$ cat config.mk
export PLATFORM = sky130hd
export DESIGN_NAME = mwc_random_bounded_unit
export DESIGN_NICKNAME = d
export VERILOG_FILES = /design/src/design/mwc_pkg.sv /design/src/design/mwc_random_bounded_unit.sv /design/src/design/mwc_div.sv /design/src/design/mwc_gen.sv
export SDC_FILE = /design/constraint.sdc
export NUM_CORES = 2
export LEC_CHECK = 0
export CAP_MARGIN = 5
export CELL_PAD_IN_SITES_DETAIL_PLACEMENT = 2
export CELL_PAD_IN_SITES_GLOBAL_PLACEMENT = 2
export CORE_ASPECT_RATIO = 0.9
export CORE_UTILIZATION = 40
export CTS_BUF_LIST = sky130_fd_sc_hd__clkbuf_4 sky130_fd_sc_hd__clkbuf_8 sky130_fd_sc_hd__clkbuf_16
export DETAILED_ROUTE_END_ITERATION = 7
export DONT_BUFFER_PORTS = 1
export HOLD_SLACK_MARGIN = 0.05
export PLACE_DENSITY_LB_ADDON = 0.08
export SYNTH_ARGS = -nofsm -noshare
export SYNTH_HDL_FRONTEND = slang
export SYNTH_SLANG_ARGS = --single-unit
$ cat constraint.sdc
create_clock -name clk_i -period 7.3 [get_ports clk_i]
set_input_delay 0 -clock clk_i [delete_from_list [all_inputs] [get_ports clk_i]]
set_output_delay 0 -clock clk_i [all_outputs]
set_load 0.02 [all_outputs]
$ cat src/design/mwc_pkg.sv
// Shared types and constants for the multiply-with-carry bounded random unit.
`default_nettype none

package mwc_pkg;

  localparam int unsigned DataW = 32;
  localparam int unsigned CntW  = 5;

  localparam logic [15:0] ZMult = 16'd36969;
  localparam logic [15:0] WMult = 16'd18000;
  localparam logic [31:0] ZFixed = 32'h9068_ffff;
  localparam logic [31:0] WFixed = 32'h464f_ffff;
  localparam logic [31:0] AllOnes = 32'hffff_ffff;

  typedef enum logic [2:0] {
    ST_IDLE,
    ST_BKT,
    ST_LIMIT,
    ST_DRAW,
    ST_CHECK,
    ST_VAL,
    ST_OUT
  } state_e;

  typedef struct packed {
    logic             start;
    logic [DataW-1:0] dividend;
    logic [DataW-1:0] divisor;
  } div_req_t;

  typedef struct packed {
    logic             done;
    logic [DataW-1:0] quotient;
  } div_rsp_t;

endpackage

`default_nettype wire

$ cat src/design/mwc_random_bounded_unit.sv
// Top level of the bounded multiply-with-carry random number unit.
//
// Each request word carries an interval; the unit answers with one 32-bit
// word that is uniform below the interval, or a raw draw when the interval
// is zero. Writing the 64-bit seed reloads both generator words (reset acts
// as a seed of zero). A raw draw passes through the draw, check and output
// states. A bounded request runs two divisions on one shared bit-serial
// divider, plus a limit multiply and a draw/check pair, and each rejected
// draw goes back to the draw state. The input is ready only while no
// request is in progress; a finished word waits in the output register
// while the next request is taken.
`default_nettype none

module mwc_random_bounded_unit import mwc_pkg::*; (
  input  wire              clk_i,
  input  wire              rst_ni,
  input  wire              in_valid_i,
  output logic             in_ready_o,
  input  wire  [DataW-1:0] interval_i,
  output logic             out_valid_o,
  input  wire              out_ready_i,
  output logic [DataW-1:0] value_o,
  input  wire              cfg_we_i,
  input  wire  [63:0]      seed_value_i
);

  state_e           state_q, state_d;
  logic [DataW-1:0] ivl_q;
  logic [DataW-1:0] bkt_q;
  logic [DataW-1:0] limit_q;
  logic [DataW-1:0] res_q;
  logic [DataW-1:0] value_q;
  logic             out_valid_q;
  logic [DataW-1:0] draw;
  logic             advance;
  logic             in_acc;
  logic             load_out;
  logic             res_draw;
  div_req_t         div_req;
  div_rsp_t         div_rsp;

  mwc_gen u_gen (
    .clk_i     (clk_i),
    .rst_ni    (rst_ni),
    .seed_we_i (cfg_we_i),
    .seed_i    (seed_value_i),
    .advance_i (advance),
    .draw_o    (draw)
  );

  mwc_div u_div (
    .clk_i  (clk_i),
    .rst_ni (rst_ni),
    .req_i  (div_req),
    .rsp_o  (div_rsp)
  );

  assign in_ready_o = (state_q == ST_IDLE);
  assign in_acc     = in_valid_i && in_ready_o;

  always_comb begin
    state_d          = state_q;
    advance          = 1'b0;
    load_out         = 1'b0;
    res_draw         = 1'b0;
    div_req.start    = 1'b0;
    div_req.dividend = AllOnes;
    div_req.divisor  = interval_i;
    unique case (state_q)
      ST_IDLE: begin
        if (in_acc) begin
          if (interval_i == '0) begin
            state_d = ST_DRAW;
          end else begin
            div_req.start = 1'b1;
            state_d       = ST_BKT;
          end
        end
      end
      ST_BKT: begin
        if (div_rsp.done) begin
          state_d = ST_LIMIT;
        end
      end
      ST_LIMIT: begin
        state_d = ST_DRAW;
      end
      ST_DRAW: begin
        advance = 1'b1;
        state_d = ST_CHECK;
      end
      ST_CHECK: begin
        div_req.dividend = draw;
        div_req.divisor  = bkt_q;
        priority if (ivl_q == '0) begin
          res_draw = 1'b1;
          state_d  = ST_OUT;
        end else if (draw >= limit_q) begin
          state_d = ST_DRAW;  // reject and draw again
        end else begin
          div_req.start = 1'b1;
          state_d       = ST_VAL;
        end
      end
      ST_VAL: begin
        div_req.dividend = draw;
        div_req.divisor  = bkt_q;
        if (div_rsp.done) begin
          state_d = ST_OUT;
        end
      end
      ST_OUT: begin
        if (!out_valid_q || out_ready_i) begin
          load_out = 1'b1;
          state_d  = ST_IDLE;
        end
      end
      default: begin
        state_d = ST_IDLE;
      end
    endcase
  end

  always_ff @(posedge clk_i or negedge rst_ni) begin
    if (!rst_ni) begin
      state_q <= ST_IDLE;
    end else begin
      state_q <= state_d;
    end
  end

  always_ff @(posedge clk_i or negedge rst_ni) begin
    if (!rst_ni) begin
      out_valid_q <= 1'b0;
    end else if (load_out) begin
      out_valid_q <= 1'b1;
    end else if (out_ready_i) begin
      out_valid_q <= 1'b0;
    end
  end

  always_ff @(posedge clk_i) begin
    if (in_acc) begin
      ivl_q <= interval_i;
    end
    if (state_q == ST_BKT && div_rsp.done) begin
      bkt_q <= div_rsp.quotient;
    end
    if (state_q == ST_LIMIT) begin
      limit_q <= bkt_q * ivl_q;
    end
    if (res_draw) begin
      res_q <= draw;
    end else if (state_q == ST_VAL && div_rsp.done) begin
      res_q <= div_rsp.quotient;
    end
    if (load_out) begin
      value_q <= res_q;
    end
  end

  assign out_valid_o = out_valid_q;
  assign value_o     = value_q;

endmodule

`default_nettype wire

$ cat src/design/mwc_div.sv
// Iterative restoring divider, one quotient bit per cycle.
`default_nettype none

module mwc_div import mwc_pkg::*; (
  input  wire      clk_i,
  input  wire      rst_ni,
  input  div_req_t req_i,
  output div_rsp_t rsp_o
);

  logic [DataW-1:0] rem_q, rem_d;
  logic [DataW-1:0] quo_q, quo_d;
  logic [DataW-1:0] dvs_q;
  logic [CntW-1:0]  cnt_q;
  logic             busy_q;
  logic             done_q;
  logic [DataW:0]   trial;

  // shift in the next dividend bit and try to subtract the divisor
  assign trial = {rem_q, quo_q[DataW-1]} - {1'b0, dvs_q};

  always_comb begin
    if (!trial[DataW]) begin
      rem_d = trial[DataW-1:0];
      quo_d = {quo_q[DataW-2:0], 1'b1};
    end else begin
      rem_d = {rem_q[DataW-2:0], quo_q[DataW-1]};
      quo_d = {quo_q[DataW-2:0], 1'b0};
    end
  end

  always_ff @(posedge clk_i or negedge rst_ni) begin
    if (!rst_ni) begin
      busy_q <= 1'b0;
      done_q <= 1'b0;
      cnt_q  <= '0;
    end else begin
      done_q <= busy_q && !req_i.start && (cnt_q == {CntW{1'b1}});
      if (req_i.start) begin
        busy_q <= 1'b1;
        cnt_q  <= '0;
      end else if (busy_q) begin
        cnt_q <= cnt_q + CntW'(1);
        if (cnt_q == {CntW{1'b1}}) begin
          busy_q <= 1'b0;
        end
      end
    end
  end

  always_ff @(posedge clk_i) begin
    if (req_i.start) begin
      rem_q <= '0;
      quo_q <= req_i.dividend;
      dvs_q <= req_i.divisor;
    end else if (busy_q) begin
      rem_q <= rem_d;
      quo_q <= quo_d;
    end
  end

  assign rsp_o.done     = done_q;
  assign rsp_o.quotient = quo_q;

endmodule

`default_nettype wire

$ cat src/design/mwc_gen.sv
// Pair of lag-1 multiply-with-carry generators with seed load.
`default_nettype none

module mwc_gen import mwc_pkg::*; (
  input  wire              clk_i,
  input  wire              rst_ni,
  input  wire              seed_we_i,
  input  wire  [63:0]      seed_i,
  input  wire              advance_i,
  output logic [DataW-1:0] draw_o
);

  logic [DataW-1:0] z_q, z_d;
  logic [DataW-1:0] w_q, w_d;
  logic [DataW-1:0] seed_lo, seed_hi;

  always_comb begin
    seed_lo = seed_i[31:0];
    seed_hi = seed_i[63:32];
    // bump the zero and fixed-point seeds
    if (seed_lo == '0 || seed_lo == WFixed) begin
      seed_lo = seed_lo + 32'd1;
    end
    if (seed_hi == '0 || seed_hi == ZFixed) begin
      seed_hi = seed_hi + 32'd1;
    end
  end

  assign z_d = ({16'd0, ZMult} * {16'd0, z_q[15:0]}) + {16'd0, z_q[31:16]};
  assign w_d = ({16'd0, WMult} * {16'd0, w_q[15:0]}) + {16'd0, w_q[31:16]};

  always_ff @(posedge clk_i or negedge rst_ni) begin
    if (!rst_ni) begin
      z_q <= 32'd1;
      w_q <= 32'd1;
    end else if (seed_we_i) begin
      z_q <= seed_hi;
      w_q <= seed_lo;
    end else if (advance_i) begin
      z_q <= z_d;
      w_q <= w_d;
    end
  end

  assign draw_o = {z_q[15:0], 16'd0} + w_q;

endmodule

`default_nettype wire

==> results_dict.tcl <==
set metrics [dict create \
    die_height_um 302.7 \
    critPathTopFamily "adder cells" \
    cts.reportedPaths.clkPinSlew_ns 0.07 \
    setup_violations 0 \
    drtPass1Iterations 5 \
    worst_slew_pin_slew_ns 1.195 \
    reg2reg_depth 23 \
    yosysSeqAreaShare 0.2300 \
    io_buffer_count 0 \
    htree_levels 2 \
    avgSynthCellArea_um2 9.932 \
    grt_max_degree 89 \
    antenna_found_initial 4 \
    via_count 30680 \
    max_freq_ghz 0.1412 \
    path_max_fanout 7 \
    synth_cells 4047 \
    grt_pass1_vias 35300 \
    crit_type "reg -> reg" \
    crit_path_frequent_cell "fa_1" \
    gr-total-overflow 0 \
    synthTopCellsByArea "fa_1 (25%), edfxtp_1 (17%), ha_1 (14%), inv_1 (6.2%), and2_1 (4.6%)" \
    synth_top_area_cell "fa_1" \
    drt_iter0_drc 1522 \
    yosysWarnings 0 \
    nets 5295 \
    num-fill-cells 10310 \
    cp_cell_sequence "and2_4 > fa_1 > fa_1 > fa_1 > inv_1 > fa_1 > inv_1 > fa_1 > inv_1 > fa_1 > inv_1 > fa_1 > fa_1 > ha_1 > buf_4 > and4_1 > and2_1 > and3_4 > a211oi_2 > buf_4 > o31ai_2 > a21oi_2 > xnor2_1" \
    root_buffer "clkbuf_16" \
    cap_violations 0 \
    cpMaxStageDelayCell "fa_1" \
    rows 109 \
    synth_edf_count 224 \
    io_pins 135 \
    initial_utilization 0.4065 \
    die_w_um 336.2 \
    syn-num-nets 5107 \
    synth_ff_type "edfxtp_1" \
    dp_hpwl_mm 111.4 \
    drc 0 \
    slowest_delay_ns 0.55 \
    cts_tree "yes" \
    fin_tns_setup_ns 0 \
    syn2layout_area_growth_pct 13.73 \
    fin_crit_sh 0.9703 \
    syn_area_um2 40200 \
    grt_use_total 0.2878 \
    cp.arrival_ns 7.43 \
    layout-drive-gt1-share 0.07662 \
    fin_worst_skew_ns 0.03440 \
    start_kind "register" \
    wl_per_cell_um 25.54 \
    status "finished clean" \
    ys_types 90 \
    end_kind "register" \
    ys_ff_latch 331 \
    finalWirelength_mm 143.2 \
    gp_congestion 0.8556 \
    synth_most_common_cell "inv_1" \
    cts_buffers 42 \
    grt_setup_unrepaired "no" \
    hold_depth 1 \
    required_ns 7.65 \
    hold_viol 0 \
    min_period_ns 7.084 \
    maxSlewHeadroom 0.2033 \
    final_antenna_net_count 0 \
    crit_buf_inv 6 \
    coreArea_um2 98880 \
    crit_cells 23 \
    yosysTopAreaCellShare 0.2480 \
    whs_ns 0.09245 \
    clock_latency_ns 0.61 \
    drv_slew 0 \
    grt_pass1_wl_mm 219.2 \
    die_area_um2 101800 \
    hold_path_class "in -> reg" \
    async_flop_share 0.2266 \
    cts_sinks 331 \
    synth.top_cells.by_count "inv_1 (666), fa_1 (498), ha_1 (461)" \
    clock_path_buffers 3 \
    vias_per_cell 5.471 \
]
==> metal layers <==
metal / global-route usage / wire length (um) / up-vias
met3: 0.03873 / 6074 / 216
met1: 0.3797 / 63610 / 16100
met4: 0.09991 / 5076 / 2
li1: - / - / 13730
met2: 0.4854 / 68430 / 631
met5: 0 / 13 / -
==> final cells by class <==
cell class                      instances  area [um^2]  area share
Tap cell                             1332         1667     0.03646
Timing Repair Buffer                  305         2890     0.06323
Clock inverter                         21        271.5    0.005939
Inverter                              667         2504     0.05477
Sequential cell                       331         9248      0.2023
Clock buffer                           56         1199     0.02622
Antenna cell                            8        20.02   0.0004379
Multi-Input combinational cell       2888        27920      0.6107
==> timing repair <==
item                                    CTS  global route
hold endpoints to repair                207             0
resized for setup                         3            12
hold buffers                            194             0
buffers inserted                          0             3
pin swaps                                 1             4
endpoints found under the setup margin    5             8
==> through the flow <==
step | std cells | util | instance area (um^2) | setup slack [ns]
after floorplan | 4047 | - | 40200 | 0.3461
after global placement | 5326 | 0.4264 | 42160 | 0.1095
after global routing | 5605 | 0.4623 | 45710 | 0.01696
final | 5608 | 0.4623 | 45710 | 0.2165
after detailed placement | 5326 | 0.4264 | 42160 | 0.01935
after CTS | 5597 | 0.4615 | 45630 | 0.002053
==> layout by cell type, fill, tap and decap left out, types with 10 or more instances in the layout <==
master,Yosys,layout
nand2_1,363,363
ha_1,461,461
buf_4,0,106
dfrtp_1,73,72
or2_2,13,13
or3_1,13,13
nor4_1,37,35
a21oi_1,146,144
and3_1,19,18
fa_1,498,498
o22a_1,33,33
nor2_1,158,156
o31ai_1,11,10
clkbuf_16,0,43
and2_1,298,295
dfxtp_1,32,32
xor2_1,52,52
mux2i_1,47,47
dlygate4sd3_1,0,191
o21a_1,29,29
a21o_1,56,56
a31oi_1,22,21
nor2b_1,22,21
mux2_2,66,66
a211oi_2,15,17
nand2b_1,24,22
inv_1,666,665
a211oi_1,30,28
o21bai_1,15,15
nand4_1,32,32
o21ai_0,98,95
edfxtp_1,224,224
xnor2_1,127,127
nand3_1,34,34
nor3_1,30,30
==> flip-flops by register name (all words and copies together), names as in the netlist <==
signal and count:
bkt_q 32, u_div.busy_q 1, res_q 32, out_valid_o 1
u_div.dvs_q 32, u_gen.w_q 32, state_q 3, u_div.cnt_q 5
limit_q 32, ivl_q 32, value_o 32, u_gen.z_q 32
u_div.rem_q 32, u_div.done_q 1, u_div.quo_q 32
==> worst paths after layout <==
| path | endpoint | start | slack (ns) |
|---|---|---|---|
| max | limit_q[30] | ivl_q[6] | 0.22 |
| min | ivl_q[19] | interval_i[19] | 0.09 |
| max reg2reg | limit_q[30] | ivl_q[6] | 0.22 |
| min reg2reg | value_o[17] | res_q[17] | 0.42 |
| max in group asynchronous | u_gen.w_q[20] | rst_ni | 6.25 |
| min in group asynchronous | u_gen.z_q[0] | rst_ni | 0.60 |
==> cells by family after synthesis <==
logic type               share of synthesized area
multiplexers                               0.03019
AND/OR/NAND/NOR                             0.1340
adder cells (fa/ha/maj)                     0.3915
flip-flops                                  0.2300
AO/OA/AOI/OAI                              0.09646
buffers and inverters                      0.07810
XOR/XNOR                                   0.03969
Power is not shown: default switching activity piles up to over one toggle a cycle in this logic, so the estimate is an artifact.
